==> src/rtl/bpdc_pkg.sv <==
// ----------------------------------------------------------------------------
// bpdc_pkg: shared types and constants of the button press classifier
// Event codes, field widths, register indexes and the cell interface types.
// ----------------------------------------------------------------------------
package bpdc_pkg;

	localparam int BUTTONS_DEF    = 8;
	localparam int TICK_WIDTH_DEF = 20;

	localparam int IDX_W      = 3;
	localparam int EV_W       = 5;
	localparam int THR_W      = 20;
	localparam int COUNT_W    = 4;
	localparam int MASKS_W    = 40;
	localparam int CFG_ADDR_W = 3;
	localparam int CFG_DATA_W = 40;

	localparam logic [EV_W-1:0] EV_PRESS   = 5'b00001;
	localparam logic [EV_W-1:0] EV_RELEASE = 5'b00010;
	localparam logic [EV_W-1:0] EV_SHORT   = 5'b00100;
	localparam logic [EV_W-1:0] EV_LONG    = 5'b01000;
	localparam logic [EV_W-1:0] EV_VLONG   = 5'b10000;

	localparam logic [THR_W-1:0] SHORT_RST = 20'd50;
	localparam logic [THR_W-1:0] LONG_RST  = 20'd3000;
	localparam logic [THR_W-1:0] VLONG_RST = 20'd10000;

	localparam logic [CFG_ADDR_W-1:0] REG_BUTTON_COUNT = 3'd0;
	localparam logic [CFG_ADDR_W-1:0] REG_TRIGGER_MASKS = 3'd1;
	localparam logic [CFG_ADDR_W-1:0] REG_SHORT_TICKS = 3'd2;
	localparam logic [CFG_ADDR_W-1:0] REG_LONG_TICKS = 3'd3;
	localparam logic [CFG_ADDR_W-1:0] REG_VLONG_TICKS = 3'd4;

	localparam logic OP_TICK = 1'b0;
	localparam logic OP_EDGE = 1'b1;

	typedef struct packed {
		logic [THR_W-1:0] short_t;
		logic [THR_W-1:0] long_t;
		logic [THR_W-1:0] vlong_t;
	} thr_t;

	// broadcast from the sequencer to every cell
	typedef struct packed {
		logic             tick;
		logic             edge_en;
		logic [IDX_W-1:0] edge_idx;
		logic             level;
		logic             step;
	} cell_ctrl_t;

	// per-cell contribution, ORed across the row
	typedef struct packed {
		logic [EV_W-1:0]  edge_ev;
		logic [EV_W-1:0]  sel_ev;
		logic [IDX_W-1:0] sel_slot;
		logic             sel_tail;
	} cell_tap_t;

endpackage

==> src/rtl/button_press_duration_classifier.sv <==
// ----------------------------------------------------------------------------
// button_press_duration_classifier: short/long press detector for a row of buttons
// An edge item passes ST_EDGE before its scan, a tick item starts the scan at once;
// the scan token walks the cell row one slot per cycle while the output does not stall.
// One item in flight; the next is taken once the scan of the last one ends.
// Reset (arst_n low, asynchronous) releases all buttons, zeroes counters and
// reported masks, and loads the register reset values.
// ----------------------------------------------------------------------------
module button_press_duration_classifier #(
	parameter int BUTTONS    = bpdc_pkg::BUTTONS_DEF,
	parameter int TICK_WIDTH = bpdc_pkg::TICK_WIDTH_DEF
) (
	input  logic                            clk,
	input  logic                            arst_n,
	input  logic                            s_axis_tvalid,
	output logic                            s_axis_tready,
	input  logic [7:0]                      s_axis_tdata,  // button_index[2:0], level, pad
	input  logic                            s_axis_tuser,  // opcode
	output logic                            m_axis_tvalid,
	input  logic                            m_axis_tready,
	output logic [7:0]                      m_axis_tdata,  // button_slot[2:0], trigger_bits[4:0]
	output logic                            m_axis_tlast,
	input  logic                            cfg_we,
	input  logic [bpdc_pkg::CFG_ADDR_W-1:0] cfg_addr,
	input  logic [bpdc_pkg::CFG_DATA_W-1:0] cfg_wdata
);
	import bpdc_pkg::*;

	typedef enum logic [1:0] {ST_IDLE, ST_EDGE, ST_SCAN} state_t;

	state_t state_q;

	logic [COUNT_W-1:0] count_q;
	logic [MASKS_W-1:0] masks_q;
	thr_t               thr_q;

	logic [EV_W-1:0]  edge_ev_q;
	logic [IDX_W-1:0] edge_slot_q;
	logic [IDX_W-1:0] out_slot_q;
	logic [EV_W-1:0]  out_ev_q;
	logic             out_last_q;
	logic             out_valid_q;

	logic             in_opcode;
	logic [IDX_W-1:0] in_idx;
	logic             in_level;
	logic             accept;
	logic             out_free;
	logic             out_load;
	logic             start;
	logic             scan_step;
	logic             has_ev;

	cell_ctrl_t ctrl;
	cell_tap_t  taps [BUTTONS];
	cell_tap_t  tap_or;
	logic [BUTTONS:0] tok_link;
	logic [BUTTONS:0] any_link;

	assign in_opcode = s_axis_tuser;
	assign in_idx    = s_axis_tdata[2:0];
	assign in_level  = s_axis_tdata[3];

	assign s_axis_tready = (state_q == ST_IDLE);
	assign accept        = s_axis_tvalid && s_axis_tready;
	assign out_free      = !out_valid_q || m_axis_tready;

	always_comb begin
		tap_or = '0;
		for (int i = 0; i < BUTTONS; i++) begin
			tap_or = tap_or | taps[i];
		end
	end

	assign has_ev    = (tap_or.sel_ev != '0);
	assign scan_step = (state_q == ST_SCAN) && (!has_ev || out_free);
	assign start     = (accept && in_opcode == OP_TICK) ||
	                   ((state_q == ST_EDGE) && ((edge_ev_q == '0) || out_free));
	assign out_load  = ((state_q == ST_EDGE) && (edge_ev_q != '0) && out_free) ||
	                   ((state_q == ST_SCAN) && has_ev && out_free);

	assign ctrl.tick     = accept && (in_opcode == OP_TICK);
	assign ctrl.edge_en  = accept && (in_opcode == OP_EDGE);
	assign ctrl.edge_idx = in_idx;
	assign ctrl.level    = in_level;
	assign ctrl.step     = scan_step || start;

	assign tok_link[0]       = start;
	assign any_link[BUTTONS] = 1'b0;

	for (genvar g = 0; g < BUTTONS; g++) begin : g_cell
		bpdc_cell #(
			.SLOT       (g),
			.TICK_WIDTH (TICK_WIDTH)
		) u_cell (
			.clk          (clk),
			.arst_n       (arst_n),
			.ctrl         (ctrl),
			.button_count (count_q),
			.mask         (masks_q[g*EV_W +: EV_W]),
			.thr          (thr_q),
			.tok_in       (tok_link[g]),
			.tok_out      (tok_link[g+1]),
			.any_in       (any_link[g+1]),
			.any_out      (any_link[g]),
			.tap          (taps[g])
		);
	end

	always_ff @(posedge clk or negedge arst_n) begin
		if (!arst_n) begin
			count_q       <= '0;
			masks_q       <= '0;
			thr_q.short_t <= SHORT_RST;
			thr_q.long_t  <= LONG_RST;
			thr_q.vlong_t <= VLONG_RST;
		end else if (cfg_we) begin
			case (cfg_addr)
				REG_BUTTON_COUNT:  count_q       <= cfg_wdata[COUNT_W-1:0];
				REG_TRIGGER_MASKS: masks_q       <= cfg_wdata[MASKS_W-1:0];
				REG_SHORT_TICKS:   thr_q.short_t <= cfg_wdata[THR_W-1:0];
				REG_LONG_TICKS:    thr_q.long_t  <= cfg_wdata[THR_W-1:0];
				REG_VLONG_TICKS:   thr_q.vlong_t <= cfg_wdata[THR_W-1:0];
				default: ;
			endcase
		end
	end

	always_ff @(posedge clk or negedge arst_n) begin
		if (!arst_n) begin
			state_q     <= ST_IDLE;
			edge_ev_q   <= '0;
			edge_slot_q <= '0;
			out_slot_q  <= '0;
			out_ev_q    <= '0;
			out_last_q  <= 1'b0;
			out_valid_q <= 1'b0;
		end else begin
			if (m_axis_tready && !out_load) begin
				out_valid_q <= 1'b0;
			end
			case (state_q)
				ST_IDLE: begin
					if (accept) begin
						edge_ev_q   <= tap_or.edge_ev;
						edge_slot_q <= in_idx;
						state_q     <= (in_opcode == OP_EDGE) ? ST_EDGE : ST_SCAN;
					end
				end
				ST_EDGE: begin
					// edge result is last unless some pressed slot still has an event
					if (edge_ev_q == '0) begin
						state_q <= ST_SCAN;
					end else if (out_free) begin
						out_valid_q <= 1'b1;
						out_slot_q  <= edge_slot_q;
						out_ev_q    <= edge_ev_q;
						out_last_q  <= !any_link[0];
						state_q     <= ST_SCAN;
					end
				end
				ST_SCAN: begin
					if (has_ev && out_free) begin
						out_valid_q <= 1'b1;
						out_slot_q  <= tap_or.sel_slot;
						out_ev_q    <= tap_or.sel_ev;
						out_last_q  <= !tap_or.sel_tail;
					end
					if (scan_step && tok_link[BUTTONS]) begin
						state_q <= ST_IDLE;
					end
				end
				default: state_q <= ST_IDLE;
			endcase
		end
	end

	assign m_axis_tvalid = out_valid_q;
	assign m_axis_tdata  = {out_ev_q, out_slot_q};
	assign m_axis_tlast  = out_last_q;

endmodule

==> src/rtl/bpdc_cell.sv <==
// ----------------------------------------------------------------------------
// bpdc_cell: state of one button slot
// Holds pressed flag, held-tick counter and reported mask, classifies the
// held time, and passes the scan token and the pending-event flag along.
// ----------------------------------------------------------------------------
module bpdc_cell #(
	parameter int SLOT       = 0,
	parameter int TICK_WIDTH = bpdc_pkg::TICK_WIDTH_DEF
) (
	input  logic                        clk,
	input  logic                        arst_n,
	input  bpdc_pkg::cell_ctrl_t        ctrl,
	input  logic [bpdc_pkg::COUNT_W-1:0] button_count,
	input  logic [bpdc_pkg::EV_W-1:0]   mask,
	input  bpdc_pkg::thr_t              thr,
	input  logic                        tok_in,
	output logic                        tok_out,
	input  logic                        any_in,
	output logic                        any_out,
	output bpdc_pkg::cell_tap_t         tap
);
	import bpdc_pkg::*;

	localparam int CMP_W = (TICK_WIDTH > THR_W) ? TICK_WIDTH : THR_W;
	localparam logic [TICK_WIDTH-1:0] TICK_MAX = {TICK_WIDTH{1'b1}};

	logic                  pressed_q;
	logic [TICK_WIDTH-1:0] held_q;
	logic [EV_W-1:0]       reported_q;
	logic                  tok_q;

	logic            active;
	logic            hit;
	logic [CMP_W-1:0] held_x;
	logic [EV_W-1:0] cls;
	logic [EV_W-1:0] edge_ev;
	logic [EV_W-1:0] scan_ev;

	assign active = COUNT_W'(SLOT) < button_count;
	assign hit    = ctrl.edge_en && (ctrl.edge_idx == IDX_W'(SLOT)) && active;
	assign held_x = CMP_W'(held_q);

	always_comb begin
		if (held_x > CMP_W'(thr.vlong_t)) begin
			cls = EV_VLONG;
		end else if (held_x > CMP_W'(thr.long_t)) begin
			cls = EV_LONG;
		end else if (held_x > CMP_W'(thr.short_t)) begin
			cls = EV_SHORT;
		end else begin
			cls = '0;
		end
	end

	// a press clears the reported mask before filtering
	always_comb begin
		if (ctrl.level) begin
			edge_ev = EV_PRESS & mask;
		end else begin
			edge_ev = (EV_RELEASE | cls) & mask & ~reported_q;
		end
	end

	assign scan_ev = (pressed_q && active) ? (cls & mask & ~reported_q) : '0;

	always_ff @(posedge clk or negedge arst_n) begin
		if (!arst_n) begin
			pressed_q  <= 1'b0;
			held_q     <= '0;
			reported_q <= '0;
			tok_q      <= 1'b0;
		end else begin
			if (ctrl.tick && held_q != TICK_MAX) begin
				held_q <= held_q + 1'b1;
			end
			if (hit) begin
				held_q     <= '0;
				pressed_q  <= ctrl.level;
				reported_q <= ctrl.level ? edge_ev : (reported_q | edge_ev);
			end
			if (ctrl.step) begin
				tok_q <= tok_in;
				if (tok_q) begin
					reported_q <= reported_q | scan_ev;
				end
			end
		end
	end

	assign tok_out = tok_q;
	assign any_out = (scan_ev != '0) || any_in;

	assign tap.edge_ev  = hit ? edge_ev : '0;
	assign tap.sel_ev   = tok_q ? scan_ev : '0;
	assign tap.sel_slot = tok_q ? IDX_W'(SLOT) : '0;
	assign tap.sel_tail = tok_q && any_in;

endmodule

==> config.mk <==
export PLATFORM = sky130hd
export DESIGN_NAME = button_press_duration_classifier
export DESIGN_NICKNAME = d
export VERILOG_FILES = /design/src/rtl/bpdc_pkg.sv /design/src/rtl/button_press_duration_classifier.sv /design/src/rtl/bpdc_cell.sv
export SDC_FILE = /design/constraint.sdc
export NUM_CORES = 1
export LEC_CHECK = 0
export BUFFER_PORTS_ARGS = -buffer_cell sky130_fd_sc_hd__buf_4
export CAP_MARGIN = 20
export CORE_ASPECT_RATIO = 1.2
export CORE_UTILIZATION = 37
export CTS_BUF_LIST = sky130_fd_sc_hd__clkbuf_4 sky130_fd_sc_hd__clkbuf_8
export CTS_CLUSTER_SIZE = 24
export DETAILED_ROUTE_END_ITERATION = 8
export PLACE_DENSITY = 0.6
export SLEW_MARGIN = 20
export SYNTH_ARGS = -nofsm -noshare
export SYNTH_HDL_FRONTEND = slang
export SYNTH_SLANG_ARGS = --single-unit
==> constraint.sdc <==
create_clock -name clk -period 4 [get_ports clk]
set_clock_uncertainty 0.15 [all_clocks]
set_input_delay 0.2 -clock clk [delete_from_list [all_inputs] [get_ports clk]]
set_output_delay 0.2 -clock clk [all_outputs]
set_load 0.005 [all_outputs]
==> impl_metrics.env <==
export IMPL_layout_common_cells="buf_4 (601), ha_1 (461), dfrtp_1 (317)"
export IMPL_slowest_stage="dfstp_2"
export IMPL_dpl_hpwl_um=85540
export IMPL_finalWirelength_um=110700
export IMPL_combPwrFrac_pct=48.7
export IMPL_clk_pin_slew_worst_paths_ns=0.07
export IMPL_cp_top_family="buffers and inverters"
export IMPL_fin_cells=4586
export IMPL_setup_slack_ns=-0.3131
export IMPL_synth_edf_count=0
export IMPL_yosysSeqAreaShare_pct=31.45
export IMPL_grt_ovfl_total=0
export IMPL_synth_seq_cells=332
export IMPL_antenna_found_initial=4
export IMPL_htree_levels=2
export IMPL_leakage_uw=0.01789
export IMPL_cts_root_buf="clkbuf_8"
export IMPL_die_w_um=246.2
export IMPL_worstPathCellList="inv_4 -> buf_4 -> ha_1 -> and4_1 -> nor4bb_4 -> buf_4 -> a221o_1 -> o31ai_2 -> buf_4 -> or4bb_4 -> nor2_4 -> or4_4 -> buf_6 -> o31ai_4 -> buf_6 -> buf_12 -> mux2_4"
export IMPL_synth_net_count=3416
export IMPL_path_common_cell="buf_4"
export IMPL_fmax_mhz=231.9
export IMPL_core_um2=70960
export IMPL_initial_core_util_pct=37.31
export IMPL_cts_tree="yes"
export IMPL_min_path_type="in -> reg"
export IMPL_grt_usage_pct=30.22
export IMPL_first_pass_iters=5
export IMPL_path_buf_inv=7
export IMPL_final_common_cell="buf_4"
export IMPL_rsz0062_at_grt="yes"
export IMPL_max_slew_margin_rel_pct=32.76
export IMPL_crit_path_start_kind="flip-flop"
export IMPL_numCtsBuffers=58
export IMPL_grt_pass1_vias=25760
export IMPL_power_switching_uw=6465
export IMPL_insertion_delay_ns=0.71
export IMPL_synthCells=2868
export IMPL_fin_nets=4160
export IMPL_period_needed_ns=4.313
export IMPL_worst_slew_pin_slew_ns=1.007
export IMPL_num_fill_cells=6552
export IMPL_cts_sinks=332
export IMPL_p_clk_share_pct=23.6
export IMPL_cpPeakStageDelay_ns=0.55
export IMPL_critical_path_class="reg -> reg"
export IMPL_dieArea_um2=72630
export IMPL_num_rows=107
export IMPL_layout_drive_gt1_share_pct=29.33
export IMPL_portBuffers=63
export IMPL_cts_buffer_depth=3
export IMPL_drt_iter0_markers=2063
export IMPL_synth_avg_cell_area_um2=9.230
export IMPL_switching_share_pct=39.74
export IMPL_drc_errors=0
export IMPL_finalHoldViolCount=0
export IMPL_run_status="finished, violations left"
export IMPL_power_density_nw_per_um2=446.4
export IMPL_power_total_uw=16270
export IMPL_arrival_ns=4.73
export IMPL_violations="setup timing"
export IMPL_synthArstFlopShare_pct=100.0
export IMPL_slew_violations=0
export IMPL_place_congestion=1.000
export IMPL_finalCritPeriodShare_pct=107.8
export IMPL_die_y_um=295.0
export IMPL_io_pins=68
export IMPL_peakVddDrop_v=0.0005675
export IMPL_syn_cell_area_um2=26470
export IMPL_final_setup_viol_count=53
export IMPL_postRouteAntennaNets=0
export IMPL_worstPathMaxFanout=8
export IMPL_area_growth_pct=37.66
export IMPL_seq_power_share_pct=27.7
export IMPL_yosys_warnings=0
export IMPL_post_drt_wl_per_cell_um=24.13
export IMPL_grt_max_degree=92
export IMPL_vias=26600
export IMPL_viasPerCell=5.801
export IMPL_grt_pass1_wl_um=161900
export IMPL_ys_flop_type="dfrtp_1"
export IMPL_cap_violations=0
export IMPL_synth_distinct_cells=92
export IMPL_power_internal_uw=9802
export IMPL_worst_ep_required_time_ns=4.42
export IMPL_dp_cells=4366
export IMPL_cp_end_kind="flip-flop"
synthesized netlist by cell type, drive strengths merged, types with 34 or more instances:
cell | n | area, um^2
mux2 | 81 | 934.7
nor2b | 35 | 219.0
xor2 | 83 | 727.0
a21oi | 222 | 1115
xnor2 | 34 | 297.8
and4 | 38 | 332.8
clkbuf | 48 | 183.9
a21o | 40 | 304.0
nor2 | 234 | 878.3
nand4 | 111 | 694.4
ha | 491 | 6143
dfrtp | 317 | 7933
inv | 122 | 457.9
nand2 | 252 | 945.9
o21ai | 141 | 705.7
nand3 | 135 | 675.7
power groups by stage:
stage	clock network (uW)	logic (uW)	registers, uW
finish	3840	7920	4510
global placement	0	6720	4510
global route	4030	8500	4560
floorplan	0	3380	4340
CTS	3890	7570	4480
detailed placement	0	6820	4520
final cells by class:
class,instances,area (um^2),share of cell area [%]
multi-input combinational,2356,18580,50.99
sequential,332,8327,22.85
timing repair buffer,742,6465,17.74
clock buffer,89,1169,3.207
tap,926,1159,3.179
inverter,122,494.2,1.356
clock inverter,17,241.5,0.6626
antenna,2,5.005,0.01373
metrics by stage:
step           instance area [um^2]  setup slack (ns)  utilization (%)  setup TNS (ns)  hold slack [ns]
2_1_floorplan                 26470          0.001049                -               0          -0.2456
3_3_place_gp                  32710           -0.6710            46.10          -32.47          0.09703
3_5_place_dp                  32710           -0.6770            46.10          -32.57           0.1031
4_1_cts                       35730           -0.2693            50.35          -9.156          0.02776
5_1_grt                       36440           -0.3535            51.36          -15.29          0.09125
6_report                      36440           -0.3131            51.36          -12.64          0.04575
per-layer routing:
metal	global-route usage [%]	up-vias	part of all wire (%)
li1	-	12220	-
met1	36.45	12860	39
met2	47.90	1133	44
met3	5.283	389	7.5
met4	23.06	4	9.1
met5	0	-	0.024
timing repair:
item / CTS / global route
gates resized for setup: 131 / 110
endpoints found under the hold margin: 415 / 0
pin swaps: 78 / 52
hold buffers: 70 / 0
gates cloned: 3 / 1
setup buffers: 25 / 15
endpoints found under the setup margin: 54 / 53
sequential cells by signal, summed over array words and instances, names as in the netlist:
register and cells:
m_axis_tlast 1, out_slot_q 3, edge_ev_q 5, state_q 2, edge_slot_q 3, g_cell.u_cell.reported_q 32
out_ev_q 5, masks_q 40, thr_q 60, m_axis_tvalid 1, g_cell.u_cell.tok_out 8, g_cell.u_cell.held_q 160
count_q 4, g_cell.u_cell.pressed_q 8
cell families (layout without fill, tap and decap cells):
group           after synthesis  in the layout  share of synthesized area, %
xor+xnor                    117            117                         3.871
mux                          87             87                         3.757
buf+inv                     180            970                         2.647
flops                       332            332                         31.45
simple gates               1012           1012                         19.43
compound gates              649            649                         15.64
other cells                   0              2                             0
fa+ha+maj                   491            491                         23.21
tightest hold or removal path: cells and delay by family:
kind / cells / cell delay (ns)
buf+inv: 1 / 0.11
compound gates: 1 / 0.08
simple gates: 3 / 0.45
final timing paths:
kind                                           startpoint                              to  slack (ns)  depth (start not counted)
max                                             thr_q[28]        g_cell[5].u_cell.tok_out       -0.31                         17
min reg2reg                g_cell[3].u_cell.reported_q[4]  g_cell[3].u_cell.reported_q[4]        0.35                          1
min                                                cfg_we                      count_q[3]        0.05                          5
min in group asynchronous                          arst_n                       thr_q[23]        0.48                          3
max reg2reg                                     thr_q[28]        g_cell[5].u_cell.tok_out       -0.31                         17
max in group asynchronous                          arst_n     g_cell[6].u_cell.held_q[18]        2.60                          4
No activity file was read; power rests on OpenSTA's default activity.
